<file path="config.mk">
export PLATFORM = sky130hd
export DESIGN_NAME = murmur3_word_stream_hash_top_flat
export DESIGN_NICKNAME = d
export VERILOG_FILES = /design/src/hw/rtl/mwsh_pkg.sv /design/src/hw/rtl/mwsh_word_if.sv /design/src/hw/rtl/mwsh_hash_if.sv /design/src/hw/rtl/murmur3_word_stream_hash_top.sv /design/src/hw/rtl/mwsh_front.sv /design/src/hw/rtl/mwsh_queue.sv /design/src/hw/rtl/mwsh_back.sv /design/src/flat_wrapper.sv
export SDC_FILE = /design/constraint.sdc
export NUM_CORES = 2
export LEC_CHECK = 0
export BUFFER_PORTS_ARGS = -buffer_cell sky130_fd_sc_hd__buf_2
export CAP_MARGIN = 20
export CELL_PAD_IN_SITES_DETAIL_PLACEMENT = 2
export CELL_PAD_IN_SITES_GLOBAL_PLACEMENT = 2
export CORE_MARGIN = 2
export CORE_UTILIZATION = 42
export CTS_BUF_LIST = sky130_fd_sc_hd__clkbuf_16
export CTS_CLUSTER_SIZE = 10
export DETAILED_ROUTE_END_ITERATION = 6
export PLACE_DENSITY = 0.81
export SLEW_MARGIN = 15
export SYNTH_ARGS = -nofsm -noshare
export SYNTH_HDL_FRONTEND = slang
export SYNTH_SLANG_ARGS = --single-unit
</file>
<file path="constraint.sdc">
create_clock -name clk -period 8.05 [get_ports clk]
set_clock_uncertainty 0.05 [all_clocks]
set_input_delay 1.61 -clock clk [delete_from_list [all_inputs] [get_ports clk]]
set_output_delay 1.61 -clock clk [all_outputs]
set_load 0.01 [all_outputs]
</file>
<file path="src/hw/rtl/mwsh_pkg.sv">
package mwsh_pkg;

    localparam int WORD_W = 32;
    localparam int COUNT_W = 3;

    localparam logic [WORD_W-1:0] MUR_C1 = 32'hcc9e2d51;
    localparam logic [WORD_W-1:0] MUR_C2 = 32'h1b873593;
    localparam logic [WORD_W-1:0] MUR_N = 32'he6546b64;
    localparam logic [WORD_W-1:0] MUR_F1 = 32'h85ebca6b;
    localparam logic [WORD_W-1:0] MUR_F2 = 32'hc2b2ae35;
    localparam logic [WORD_W-1:0] SEED_RESET = 32'd5381;

    localparam logic [COUNT_W-1:0] FULL_BYTES = 3'd4;

    localparam int QUEUE_DEPTH_DEF = 4;

    typedef struct packed {
        logic [WORD_W-1:0] k;
        logic [COUNT_W-1:0] nbytes;
        logic full;
        logic last;
    } entry_t;

    function automatic logic [WORD_W-1:0] mix_block(
        input logic [WORD_W-1:0] h,
        input logic [WORD_W-1:0] k
    );
        logic [WORD_W-1:0] x;
        logic [WORD_W-1:0] r;
        begin
            x = h ^ k;
            r = {x[WORD_W-14:0], x[WORD_W-1:WORD_W-13]};
            return (r << 2) + r + MUR_N;
        end
    endfunction

endpackage

</file>
<file path="src/hw/rtl/mwsh_word_if.sv">
interface mwsh_word_if;
    logic valid;
    logic ready;
    logic [mwsh_pkg::WORD_W-1:0] data_word;
    logic [mwsh_pkg::COUNT_W-1:0] byte_count;
    logic last_word;

    modport source(output valid, output data_word, output byte_count, output last_word,
                   input ready);
    modport sink(input valid, input data_word, input byte_count, input last_word,
                 output ready);
endinterface

</file>
<file path="src/hw/rtl/mwsh_hash_if.sv">
interface mwsh_hash_if;
    logic valid;
    logic ready;
    logic [mwsh_pkg::WORD_W-1:0] hash_value;

    modport source(output valid, output hash_value, input ready);
    modport sink(input valid, input hash_value, output ready);
endinterface

</file>
<file path="src/hw/rtl/murmur3_word_stream_hash_top.sv">
// A last word passes front stages s1, s2, the queue and back-end states MIX, AV1, AV2.
// Throughput: one word per cycle when nothing stalls, set by the running-hash update;
// a last word holds the back end in AV1 and AV2 while the two avalanche multiplies run.
// Reset: rst_n is asynchronous and active low; it loads the seed 5381, clears the
// byte total and empties the front pipeline, the queue and the output register.
module murmur3_word_stream_hash_top
#(
    parameter int QUEUE_DEPTH = mwsh_pkg::QUEUE_DEPTH_DEF
)
(
    input  logic clk,
    input  logic rst_n,
    mwsh_word_if.sink word_ch,
    mwsh_hash_if.source hash_ch,
    input  logic cfg_we,
    input  logic [mwsh_pkg::WORD_W-1:0] cfg_wdata
);

    logic push_valid;
    logic push_ready;
    mwsh_pkg::entry_t push_entry;
    logic pop_valid;
    logic pop_ready;
    mwsh_pkg::entry_t pop_entry;
    logic in_ready;
    logic out_valid;
    logic [mwsh_pkg::WORD_W-1:0] out_hash;

    assign word_ch.ready = in_ready;
    assign hash_ch.valid = out_valid;
    assign hash_ch.hash_value = out_hash;

    mwsh_front u_front
    (
        .clk(clk),
        .rst_n(rst_n),
        .in_valid(word_ch.valid),
        .in_ready(in_ready),
        .data_word(word_ch.data_word),
        .byte_count(word_ch.byte_count),
        .last_word(word_ch.last_word),
        .push_valid(push_valid),
        .push_ready(push_ready),
        .push_entry(push_entry)
    );

    mwsh_queue #(
        .DEPTH(QUEUE_DEPTH)
    ) u_queue
    (
        .clk(clk),
        .rst_n(rst_n),
        .push_valid(push_valid),
        .push_ready(push_ready),
        .push_entry(push_entry),
        .pop_valid(pop_valid),
        .pop_ready(pop_ready),
        .pop_entry(pop_entry)
    );

    mwsh_back u_back
    (
        .clk(clk),
        .rst_n(rst_n),
        .cfg_we(cfg_we),
        .cfg_wdata(cfg_wdata),
        .pop_valid(pop_valid),
        .pop_ready(pop_ready),
        .pop_entry(pop_entry),
        .out_valid(out_valid),
        .out_ready(hash_ch.ready),
        .out_hash(out_hash)
    );

endmodule

</file>
<file path="src/hw/rtl/mwsh_front.sv">
module mwsh_front
(
    input  logic clk,
    input  logic rst_n,
    input  logic in_valid,
    output logic in_ready,
    input  logic [mwsh_pkg::WORD_W-1:0] data_word,
    input  logic [mwsh_pkg::COUNT_W-1:0] byte_count,
    input  logic last_word,
    output logic push_valid,
    input  logic push_ready,
    output mwsh_pkg::entry_t push_entry
);

    logic s1_valid_reg;
    logic s1_valid_next;
    logic s2_valid_reg;
    logic s2_valid_next;
    mwsh_pkg::entry_t s1_reg;
    mwsh_pkg::entry_t s1_next;
    mwsh_pkg::entry_t s2_reg;
    mwsh_pkg::entry_t s2_next;
    logic s1_adv;
    logic s2_adv;
    logic [mwsh_pkg::COUNT_W-1:0] nbytes;
    logic [mwsh_pkg::WORD_W-1:0] mask;
    logic [mwsh_pkg::WORD_W-1:0] rot;

    assign s2_adv = !s2_valid_reg || push_ready;
    assign s1_adv = !s1_valid_reg || s2_adv;
    assign in_ready = s1_adv;
    assign push_valid = s2_valid_reg;
    assign push_entry = s2_reg;

    // A word that is not the last one always counts as four bytes.
    always_comb
    begin
        if (!last_word || byte_count >= mwsh_pkg::FULL_BYTES)
        begin
            nbytes = mwsh_pkg::FULL_BYTES;
        end
        else
        begin
            nbytes = byte_count;
        end
        case (nbytes)
            3'd0: mask = 32'h00000000;
            3'd1: mask = 32'h000000ff;
            3'd2: mask = 32'h0000ffff;
            3'd3: mask = 32'h00ffffff;
            default: mask = 32'hffffffff;
        endcase
    end

    always_comb
    begin
        s1_valid_next = s1_valid_reg;
        s1_next = s1_reg;
        s2_valid_next = s2_valid_reg;
        s2_next = s2_reg;
        rot = {s1_reg.k[mwsh_pkg::WORD_W-16:0], s1_reg.k[mwsh_pkg::WORD_W-1:mwsh_pkg::WORD_W-15]};
        if (s1_adv)
        begin
            s1_valid_next = in_valid;
            s1_next.k = (data_word & mask) * mwsh_pkg::MUR_C1;
            s1_next.nbytes = nbytes;
            s1_next.full = (nbytes == mwsh_pkg::FULL_BYTES);
            s1_next.last = last_word;
        end
        if (s2_adv)
        begin
            s2_valid_next = s1_valid_reg;
            s2_next.k = rot * mwsh_pkg::MUR_C2;
            s2_next.nbytes = s1_reg.nbytes;
            s2_next.full = s1_reg.full;
            s2_next.last = s1_reg.last;
        end
    end

    always_ff @(posedge clk or negedge rst_n)
    begin
        if (!rst_n)
        begin
            s1_valid_reg <= 1'b0;
            s2_valid_reg <= 1'b0;
        end
        else
        begin
            s1_valid_reg <= s1_valid_next;
            s2_valid_reg <= s2_valid_next;
        end
    end

    always_ff @(posedge clk)
    begin
        s1_reg <= s1_next;
        s2_reg <= s2_next;
    end

endmodule

</file>
<file path="src/hw/rtl/mwsh_queue.sv">
module mwsh_queue
#(
    parameter int DEPTH = mwsh_pkg::QUEUE_DEPTH_DEF
)
(
    input  logic clk,
    input  logic rst_n,
    input  logic push_valid,
    output logic push_ready,
    input  mwsh_pkg::entry_t push_entry,
    output logic pop_valid,
    input  logic pop_ready,
    output mwsh_pkg::entry_t pop_entry
);

    localparam int PTR_W = $clog2(DEPTH);
    localparam int CNT_W = $clog2(DEPTH + 1);

    mwsh_pkg::entry_t slots_reg [DEPTH];
    logic [PTR_W-1:0] wr_ptr_reg;
    logic [PTR_W-1:0] wr_ptr_next;
    logic [PTR_W-1:0] rd_ptr_reg;
    logic [PTR_W-1:0] rd_ptr_next;
    logic [CNT_W-1:0] count_reg;
    logic [CNT_W-1:0] count_next;
    logic do_push;
    logic do_pop;

    assign push_ready = (count_reg != CNT_W'(DEPTH));
    assign pop_valid = (count_reg != '0);
    assign pop_entry = slots_reg[rd_ptr_reg];
    assign do_push = push_valid && push_ready;
    assign do_pop = pop_valid && pop_ready;

    always_comb
    begin
        wr_ptr_next = wr_ptr_reg;
        rd_ptr_next = rd_ptr_reg;
        count_next = count_reg;
        if (do_push)
        begin
            wr_ptr_next = (wr_ptr_reg == PTR_W'(DEPTH - 1)) ? '0 : wr_ptr_reg + 1'b1;
        end
        if (do_pop)
        begin
            rd_ptr_next = (rd_ptr_reg == PTR_W'(DEPTH - 1)) ? '0 : rd_ptr_reg + 1'b1;
        end
        if (do_push && !do_pop)
        begin
            count_next = count_reg + 1'b1;
        end
        else if (do_pop && !do_push)
        begin
            count_next = count_reg - 1'b1;
        end
    end

    always_ff @(posedge clk or negedge rst_n)
    begin
        if (!rst_n)
        begin
            wr_ptr_reg <= '0;
            rd_ptr_reg <= '0;
            count_reg <= '0;
        end
        else
        begin
            wr_ptr_reg <= wr_ptr_next;
            rd_ptr_reg <= rd_ptr_next;
            count_reg <= count_next;
        end
    end

    always_ff @(posedge clk)
    begin
        if (do_push)
        begin
            slots_reg[wr_ptr_reg] <= push_entry;
        end
    end

endmodule

</file>
<file path="src/hw/rtl/mwsh_back.sv">
module mwsh_back
(
    input  logic clk,
    input  logic rst_n,
    input  logic cfg_we,
    input  logic [mwsh_pkg::WORD_W-1:0] cfg_wdata,
    input  logic pop_valid,
    output logic pop_ready,
    input  mwsh_pkg::entry_t pop_entry,
    output logic out_valid,
    input  logic out_ready,
    output logic [mwsh_pkg::WORD_W-1:0] out_hash
);

    localparam logic [1:0] ST_MIX = 2'd0;
    localparam logic [1:0] ST_AV1 = 2'd1;
    localparam logic [1:0] ST_AV2 = 2'd2;

    localparam int W = mwsh_pkg::WORD_W;

    logic [1:0] state_reg;
    logic [1:0] state_next;
    logic [W-1:0] seed_reg;
    logic [W-1:0] seed_next;
    logic [W-1:0] hash_reg;
    logic [W-1:0] hash_next;
    logic [W-1:0] total_reg;
    logic [W-1:0] total_next;
    logic [W-1:0] fin_reg;
    logic [W-1:0] fin_next;
    logic out_valid_reg;
    logic out_valid_next;
    logic [W-1:0] out_hash_reg;
    logic [W-1:0] out_hash_next;
    logic [W-1:0] mixed;
    logic [W-1:0] tail;
    logic [W-1:0] prod;
    logic out_free;

    assign out_valid = out_valid_reg;
    assign out_hash = out_hash_reg;
    assign out_free = !out_valid_reg || out_ready;
    assign pop_ready = (state_reg == ST_MIX) && !cfg_we;

    always_comb
    begin
        state_next = state_reg;
        seed_next = seed_reg;
        hash_next = hash_reg;
        total_next = total_reg;
        fin_next = fin_reg;
        out_valid_next = out_valid_reg && !out_ready;
        out_hash_next = out_hash_reg;
        mixed = mwsh_pkg::mix_block(hash_reg, pop_entry.k);
        tail = pop_entry.full ? mixed : (hash_reg ^ pop_entry.k);
        prod = (fin_reg ^ (fin_reg >> 13)) * mwsh_pkg::MUR_F2;
        if (cfg_we)
        begin
            // A seed write drops a key being mixed.
            seed_next = cfg_wdata;
            hash_next = cfg_wdata;
            total_next = '0;
        end
        else
        begin
            case (state_reg)
                ST_MIX:
                begin
                    if (pop_valid)
                    begin
                        if (pop_entry.last)
                        begin
                            fin_next = tail ^ (total_reg + W'(pop_entry.nbytes));
                            hash_next = seed_reg;
                            total_next = '0;
                            state_next = ST_AV1;
                        end
                        else
                        begin
                            hash_next = mixed;
                            total_next = total_reg + W'(mwsh_pkg::FULL_BYTES);
                        end
                    end
                end
                ST_AV1:
                begin
                    fin_next = (fin_reg ^ (fin_reg >> 16)) * mwsh_pkg::MUR_F1;
                    state_next = ST_AV2;
                end
                ST_AV2:
                begin
                    if (out_free)
                    begin
                        out_hash_next = prod ^ (prod >> 16);
                        out_valid_next = 1'b1;
                        state_next = ST_MIX;
                    end
                end
                default:
                begin
                    state_next = ST_MIX;
                end
            endcase
        end
    end

    always_ff @(posedge clk or negedge rst_n)
    begin
        if (!rst_n)
        begin
            state_reg <= ST_MIX;
            seed_reg <= mwsh_pkg::SEED_RESET;
            hash_reg <= mwsh_pkg::SEED_RESET;
            total_reg <= '0;
            out_valid_reg <= 1'b0;
        end
        else
        begin
            state_reg <= state_next;
            seed_reg <= seed_next;
            hash_reg <= hash_next;
            total_reg <= total_next;
            out_valid_reg <= out_valid_next;
        end
    end

    always_ff @(posedge clk)
    begin
        fin_reg <= fin_next;
        out_hash_reg <= out_hash_next;
    end

endmodule

</file>
<file path="src/flat_wrapper.sv">
// flat-port wrapper written by rule: the top's interface ports become plain ports
module murmur3_word_stream_hash_top_flat 
#(
    parameter int QUEUE_DEPTH = mwsh_pkg::QUEUE_DEPTH_DEF
)
  (clk, rst_n, cfg_we, cfg_wdata, word_ch_valid, word_ch_data_word, word_ch_byte_count, word_ch_last_word, word_ch_ready, hash_ch_valid, hash_ch_hash_value, hash_ch_ready);
  mwsh_word_if word_ch_i ();
  mwsh_hash_if hash_ch_i ();
  input  logic clk;
  input  logic rst_n;
  input  logic cfg_we;
  input  logic [mwsh_pkg::WORD_W-1:0] cfg_wdata;
  input wire logic [$bits(word_ch_i.valid)-1:0] word_ch_valid;
  input wire logic [$bits(word_ch_i.data_word)-1:0] word_ch_data_word;
  input wire logic [$bits(word_ch_i.byte_count)-1:0] word_ch_byte_count;
  input wire logic [$bits(word_ch_i.last_word)-1:0] word_ch_last_word;
  output wire logic [$bits(word_ch_i.ready)-1:0] word_ch_ready;
  output wire logic [$bits(hash_ch_i.valid)-1:0] hash_ch_valid;
  output wire logic [$bits(hash_ch_i.hash_value)-1:0] hash_ch_hash_value;
  input wire logic [$bits(hash_ch_i.ready)-1:0] hash_ch_ready;
  assign word_ch_i.valid = word_ch_valid;
  assign word_ch_i.data_word = word_ch_data_word;
  assign word_ch_i.byte_count = word_ch_byte_count;
  assign word_ch_i.last_word = word_ch_last_word;
  assign word_ch_ready = word_ch_i.ready;
  assign hash_ch_valid = hash_ch_i.valid;
  assign hash_ch_hash_value = hash_ch_i.hash_value;
  assign hash_ch_i.ready = hash_ch_ready;
  murmur3_word_stream_hash_top #(.QUEUE_DEPTH(QUEUE_DEPTH)) u_core (.clk(clk), .rst_n(rst_n), .word_ch(word_ch_i), .hash_ch(hash_ch_i), .cfg_we(cfg_we), .cfg_wdata(cfg_wdata));
endmodule
</file>
Yosys cells after proc, flatten, opt, wreduce, memory -nomap -nowiden. Memories as Yosys holds them, arrays and structs flattened. Index checks and enable logic that the tools add are counted.

$add $sub $neg: 8. Multiply operators: 4. Divide/modulo/power cells: 0. $lt $le $gt $ge: 1. Equality and inequality tests: 12. Shift operators: 0. Mux-type cells: 27. Bitwise operators: 7. Reductions and logical operators: 29.

Operators by type and width (count): $mux W32 (11); $pmux W32 S4 (1); $mul A32 B31 Y32 const B (2); $pmux W32 S2 (1); $xor A32 B16 Y32 (2); $xor A32 B32 Y32 (2); $add A32 B3 Y32 (1); $add A32 B3 Y32 const B (1); $add A32 B32 Y32 (1); $add A32 B32 Y32 const B (1); $and A32 B32 Y32 (1); $mul A32 B29 Y32 const B (1); $mul A32 B32 Y32 const B (1); $xor A32 B19 Y32 (1); $mux W2 (5); $mux W3 (3); $logic_not A1 Y1 (8); $reduce_and A4 Y1 (2); $reduce_bool A2 Y1 (4); $eq A2 B2 Y1 const B (3); $eq A3 B2 Y1 const B (2); $logic_and A1 B1 Y1 (6); $pmux W2 S3 (1); $mux W1 (5); 17 further kinds (22).

Flip-flop bits (word level): 246. Bits in latches: 0. Memory bits (writable): 148. ROM bits: 0. Bits of input ports: 73. Memories kept: 1.

Memories: u_core.u_queue.slots_reg (words 4, width 37, rd ports 1, clocked after Yosys merged registers in 0, write ports 1, line mwsh_queue.sv:19) `mwsh_pkg::entry_t slots_reg [DEPTH];`.

Longest topological paths before layout. An unclocked memory read counts as a cell.

Depth in word-level cells: 9. Depth in mapped cells: 31. Mapped depth without buffers: 29.

Modules after synthesis. From an unflattened synthesis, not the netlist that was laid out.

Cell total of the unflattened synthesis: 5028. Area total of the unflattened synthesis: 52654.2 µm².

Modules (own cells, without submodules): mwsh_back (times used 1, cells each 2935, area each 28009.4 µm²); mwsh_front (times used 1, cells each 1864, area each 18879.4 µm²); mwsh_queue (times used 1, cells each 229, area each 5765.5 µm²).

Worst setup path after synthesis. Ideal clock, no wire load.

Kind: input port to flip-flop. Start: input port word_ch_byte_count[2]. End: register u_core.u_front.s1_reg (netlist bit u_core.u_front.rot[12]) (data pin). Library setup time: 258 ps. Arrival: 8041 ps. Setup slack: -298 ps. Cell stages on the path: 30. Buffers on the path: 2. Path through: nand2b_1 > nor2_1 > nand2_1 > clkbuf_1 > clkbuf_1 > and2_1 > ha_1 > xor2_1 > ha_1 > o21bai_1 > fa_1 > inv_1 > fa_1 > inv_1 > ha_1 > ha_1 > inv_1 > fa_1 > inv_1 > ha_1 > ha_1 > or2_2 > a2111oi_0 > o31ai_1 > a41o_1 > o41ai_1 > o21ai_0 > a21o_1 > a21oi_1 > xnor2_1.

Longest elaborated chain between the ends: 7.

RTL lines: from (decl) (line flat_wrapper.sv:15) `input wire logic [$bits(word_ch_i.byte_count)-1:0] word_ch_byte_count;`; $ge A3 B3 Y1 (line mwsh_front.sv:38) `if (!last_word || byte_count >= mwsh_pkg::FULL_BYTES)`; $logic_or A1 B1 Y1 (line mwsh_front.sv:38); $mux W3 (*) (line mwsh_front.sv:38); $eq A3 B2 Y1, or another cell as far along (line mwsh_front.sv:46) `case (nbytes)`; $pmux W32 S4 (*) (line mwsh_front.sv:46); $and A32 B32 Y32 (*) (line mwsh_front.sv:65) `s1_next.k = (data_word & mask) * mwsh_pkg::MUR_C1;`; $mul A32 B31 Y32 (*) (line mwsh_front.sv:65); to (signal assigned) (line mwsh_front.sv:96) `s1_reg <= s1_next;`; to (decl) (line mwsh_front.sv:19) `mwsh_pkg::entry_t s1_reg;`.

Every way passes the cells marked *; elsewhere a longest branch is shown, timed or not. A chain may end at the register's enable or synchronous reset.

Worst setup path in the final report.
Start: register u_core.u_back.fin_reg[14]. End: register u_core.u_back.out_hash_reg[15] (netlist: u_core.u_back.out_hash[15]) (data pin).

Longest elaborated chain between the ends: 3.

RTL lines: from (decl) (line mwsh_back.sv:29) `logic [W-1:0] fin_reg;`; from (signal assigned) (line mwsh_back.sv:129) `fin_reg <= fin_next;`; $xor A32 B19 Y32 (line mwsh_back.sv:56) `prod = (fin_reg ^ (fin_reg >> 13)) * mwsh_pkg::MUR_F2;`; $mul A32 B31 Y32 (line mwsh_back.sv:56); $xor A32 B16 Y32 (line mwsh_back.sv:94) `out_hash_next = prod ^ (prod >> 16);`; to (signal assigned) (line mwsh_back.sv:130) `out_hash_reg <= out_hash_next;`; to (decl) (line mwsh_back.sv:33) `logic [W-1:0] out_hash_reg;`.

Every way passes these cells.

==> results.json <==
{
  "yosys_most_used_dff": "edfxtp_1",
  "post_cts_buffers": 0,
  "drc": 0,
  "die-area_um2": 127000,
  "globalplace.congestion": 0.935,
  "synth-seq-cells": 392,
  "cts-root-buf": "clkbuf_16",
  "clock_sinks": 392,
  "clk_latency_ps": 670,
  "worstSetupEndpointType": "flip-flop",
  "clk_pin_slew_ps": 60,
  "synthTopCellsByArea": "fa_1, ha_1, edfxtp_1, inv_1, xnor2_1",
  "drt_iter0_markers": 2160,
  "clockBufferDepth": 3,
  "drive_above_1_share": 0.0910,
  "synth_nets": 6586,
  "stdcell_count": 6965,
  "place_worst_setup_slack_ps": -368,
  "synthAdderAreaFrac": 0.468,
  "synthMostInstantiatedCell": "inv_1",
  "synthTopCellsByCount": "inv_1, ha_1, fa_1",
  "reg2reg_depth": 23,
  "min-delay-start": "u_core.u_front.s1_reg[2]",
  "vias_per_cell": 5.50,
  "hp-class": "flip-flop to flip-flop",
  "drv_slew": 0,
  "synth-compound-area-share": 0.0695,
  "wl_per_cell_um": 29.2,
  "portBuffers": 106,
  "hold-path-cell-count": 0,
  "initial_core_util": 0.422,
  "rrSetupSlack_ps": 100,
  "synthMuxAreaShare": 0.0212,
  "antenna_found_initial": 3,
  "required_ps": 8360,
  "period_needed_ps": 7950,
  "synth_cells": 4998,
  "status": "complete, no violations",
  "syn_to_final_growth_pct": 10.8,
  "worstMarginPinSlew_ps": 1040,
  "cp_max_fo": 5,
  "core_um2": 123000,
  "setup_ws_ps": 104,
  "hold_path_end": "u_core.u_front.push_entry[2]",
  "synth_edf_count": 286,
  "fp-row-count": 129,
  "grt_pass1_vias": 46300,
  "grt_max_degree": 67,
  "syn_area_um2": 52100,
  "async_reset_ff_frac": 0.270,
  "r2r_start": "u_core.u_back.fin_reg[14]",
  "numCtsBuffers": 49,
  "setup_viol": 0,
  "finalHoldViolations": 0,
  "wirelength_mm": 203,
  "chipWidth_um": 356,
  "cts_tree": "yes",
  "top_level_ports": 107,
  "synth_top_area_frac": 0.278,
  "drt_first_pass_iters": 5,
  "ant_nets": 0,
  "hpwl_mm": 169,
  "largest_reg_flops": 148,
  "critical_path_class": "flip-flop to flip-flop",
  "synth_warnings": 0,
  "dp.cells": 6871,
  "fillers": 12800,
  "synth_top_family_by_area": "adder cells",
  "synth_xor_area_frac": 0.0706,
  "globalRouteOverflowTotal": 0,
  "yosys.area_share.simple": 0.0527,
  "drv_cap": 0,
  "cts_max_level": 2,
  "die_h_um": 356,
  "reg2reg_to": "u_core.u_back.out_hash[15]",
  "worstSetupStartpointType": "flip-flop",
  "dr_total_vias": 38300,
  "syn_area_per_cell_um2": 10.4,
  "relSlewSlack": 0.307,
  "finalCritPeriodShare": 0.987,
  "arrival_ps": 8260,
  "yosys.cell_types.count": 75,
  "final_nets": 6875,
  "clock.fmax_mhz": 126,
  "grt_usage": 0.324,
  "grt_pass1_wl_mm": 303,
  "yosysSeqAreaShare": 0.216,
  "synth_top_area_cell": "fa_1"
}
-- cells by family (layout without fill, tap and decap cells) --
| logic type | Yosys count | count (layout) |
|---|---|---|
| AND/OR/NAND/NOR | 604 | 604 |
| adder cells (fa/ha/maj) | 1515 | 1515 |
| other | 1 | 2 |
| flip-flops | 392 | 392 |
| XOR/XNOR | 418 | 418 |
| buffers and inverters | 1416 | 1745 |
| AO/OA/AOI/OAI | 588 | 588 |
| multiplexers | 64 | 64 |
-- critical path, stage by stage (launching register included) --
cell      delay [ps]
edfxtp_1         530
xnor2_1          410
inv_1            260
ha_1             410
ha_1             320
fa_1             520
fa_1             470
fa_1             530
inv_1             60
fa_1             560
inv_1             80
fa_1             440
fa_1             500
ha_1             320
o2111a_1         240
nand2_1          100
or4_1            590
a31oi_2          220
buf_4            160
o211ai_1         130
o21bai_1         200
buf_4            170
a21oi_2           70
xnor3_1          350
-- layer usage --
layer	vias to the layer above	part of all wire	GRT usage
li1	16400	-	-
met3	500	0.041	0.0389
met1	20300	0.37	0.364
met4	2	0.064	0.177
met2	1112	0.52	0.595
met5	-	0.000044	0
-- how the worst max path moves through the flow --
stage	startpoint	end	slack, ps	depth (start not counted)
CTS	u_core.u_back.fin_reg[20]	u_core.u_back.out_hash[15]	10	24
finish	u_core.u_back.fin_reg[14]	u_core.u_back.out_hash[15]	100	23
global placement	word_ch_byte_count[2]	u_core.u_front.rot[12]	-150	28
global route	u_core.u_back.fin_reg[14]	u_core.u_back.out_hash[15]	-130	24
detailed placement	word_ch_byte_count[2]	u_core.u_front.rot[14]	-370	28
floorplan	word_ch_byte_count[2]	u_core.u_front.rot[12]	30	26
-- per-stage QoR --
step / area, um2 / TNS [ps] / hold slack, ps / utilization
finish: 57800 / 0 / 380 / 0.468
global route: 57800 / -132 / 391 / 0.468
CTS: 57600 / 0 / 386 / 0.467
detailed placement: 56100 / -1880 / 364 / 0.454
global placement: 56100 / -296 / 375 / 0.454
floorplan: 52200 / 0 / 350 / -
-- area by class of cell --
cell class | instances | area (um2) | area share
Multi-Input combinational cell | 3190 | 35700 | 0.619
Sequential cell | 392 | 11300 | 0.195
Inverter | 1331 | 5000 | 0.0865
Timing Repair Buffer | 323 | 2210 | 0.0383
Tap cell | 1637 | 2050 | 0.0355
Clock buffer | 50 | 1250 | 0.0217
Clock inverter | 41 | 253 | 0.00438
Antenna cell | 1 | 2.50 | 0.0000433
-- cell usage in the layout, fill, tap and decap left out, drive strengths merged, types with 7 or more instances in the layout --
cell type,instances
nand2,218
nor2b,15
and3,31
mux2i,16
o211ai,16
a21oi,159
clkbuf,50
a31oi,22
dfrtp,96
nor3,33
nand2b,18
buf,323
and2,21
dfstp,10
a21o,49
xnor2,298
a211o,7
o21bai,30
inv,1360
xor2,119
o31ai,13
nand3,44
nor2,169
o31a,7
clkinv,11
a211oi,14
mux4,36
nand4,18
o21ai,194
mux2,12
ha,790
or3,12
o21a,21
edfxtp,286
o41ai,9
fa,725
-- timing repair --
item / 4_1_cts / 5_1_grt
setup endpoints to repair: 2 / 8
cloned: 0 / 0
gates resized for setup: 3 / 16
pin swaps: 0 / 2
hold buffers: 0 / 0
Power is not shown: default switching activity piles up to over one toggle a cycle in this logic, so the estimate is an artifact.
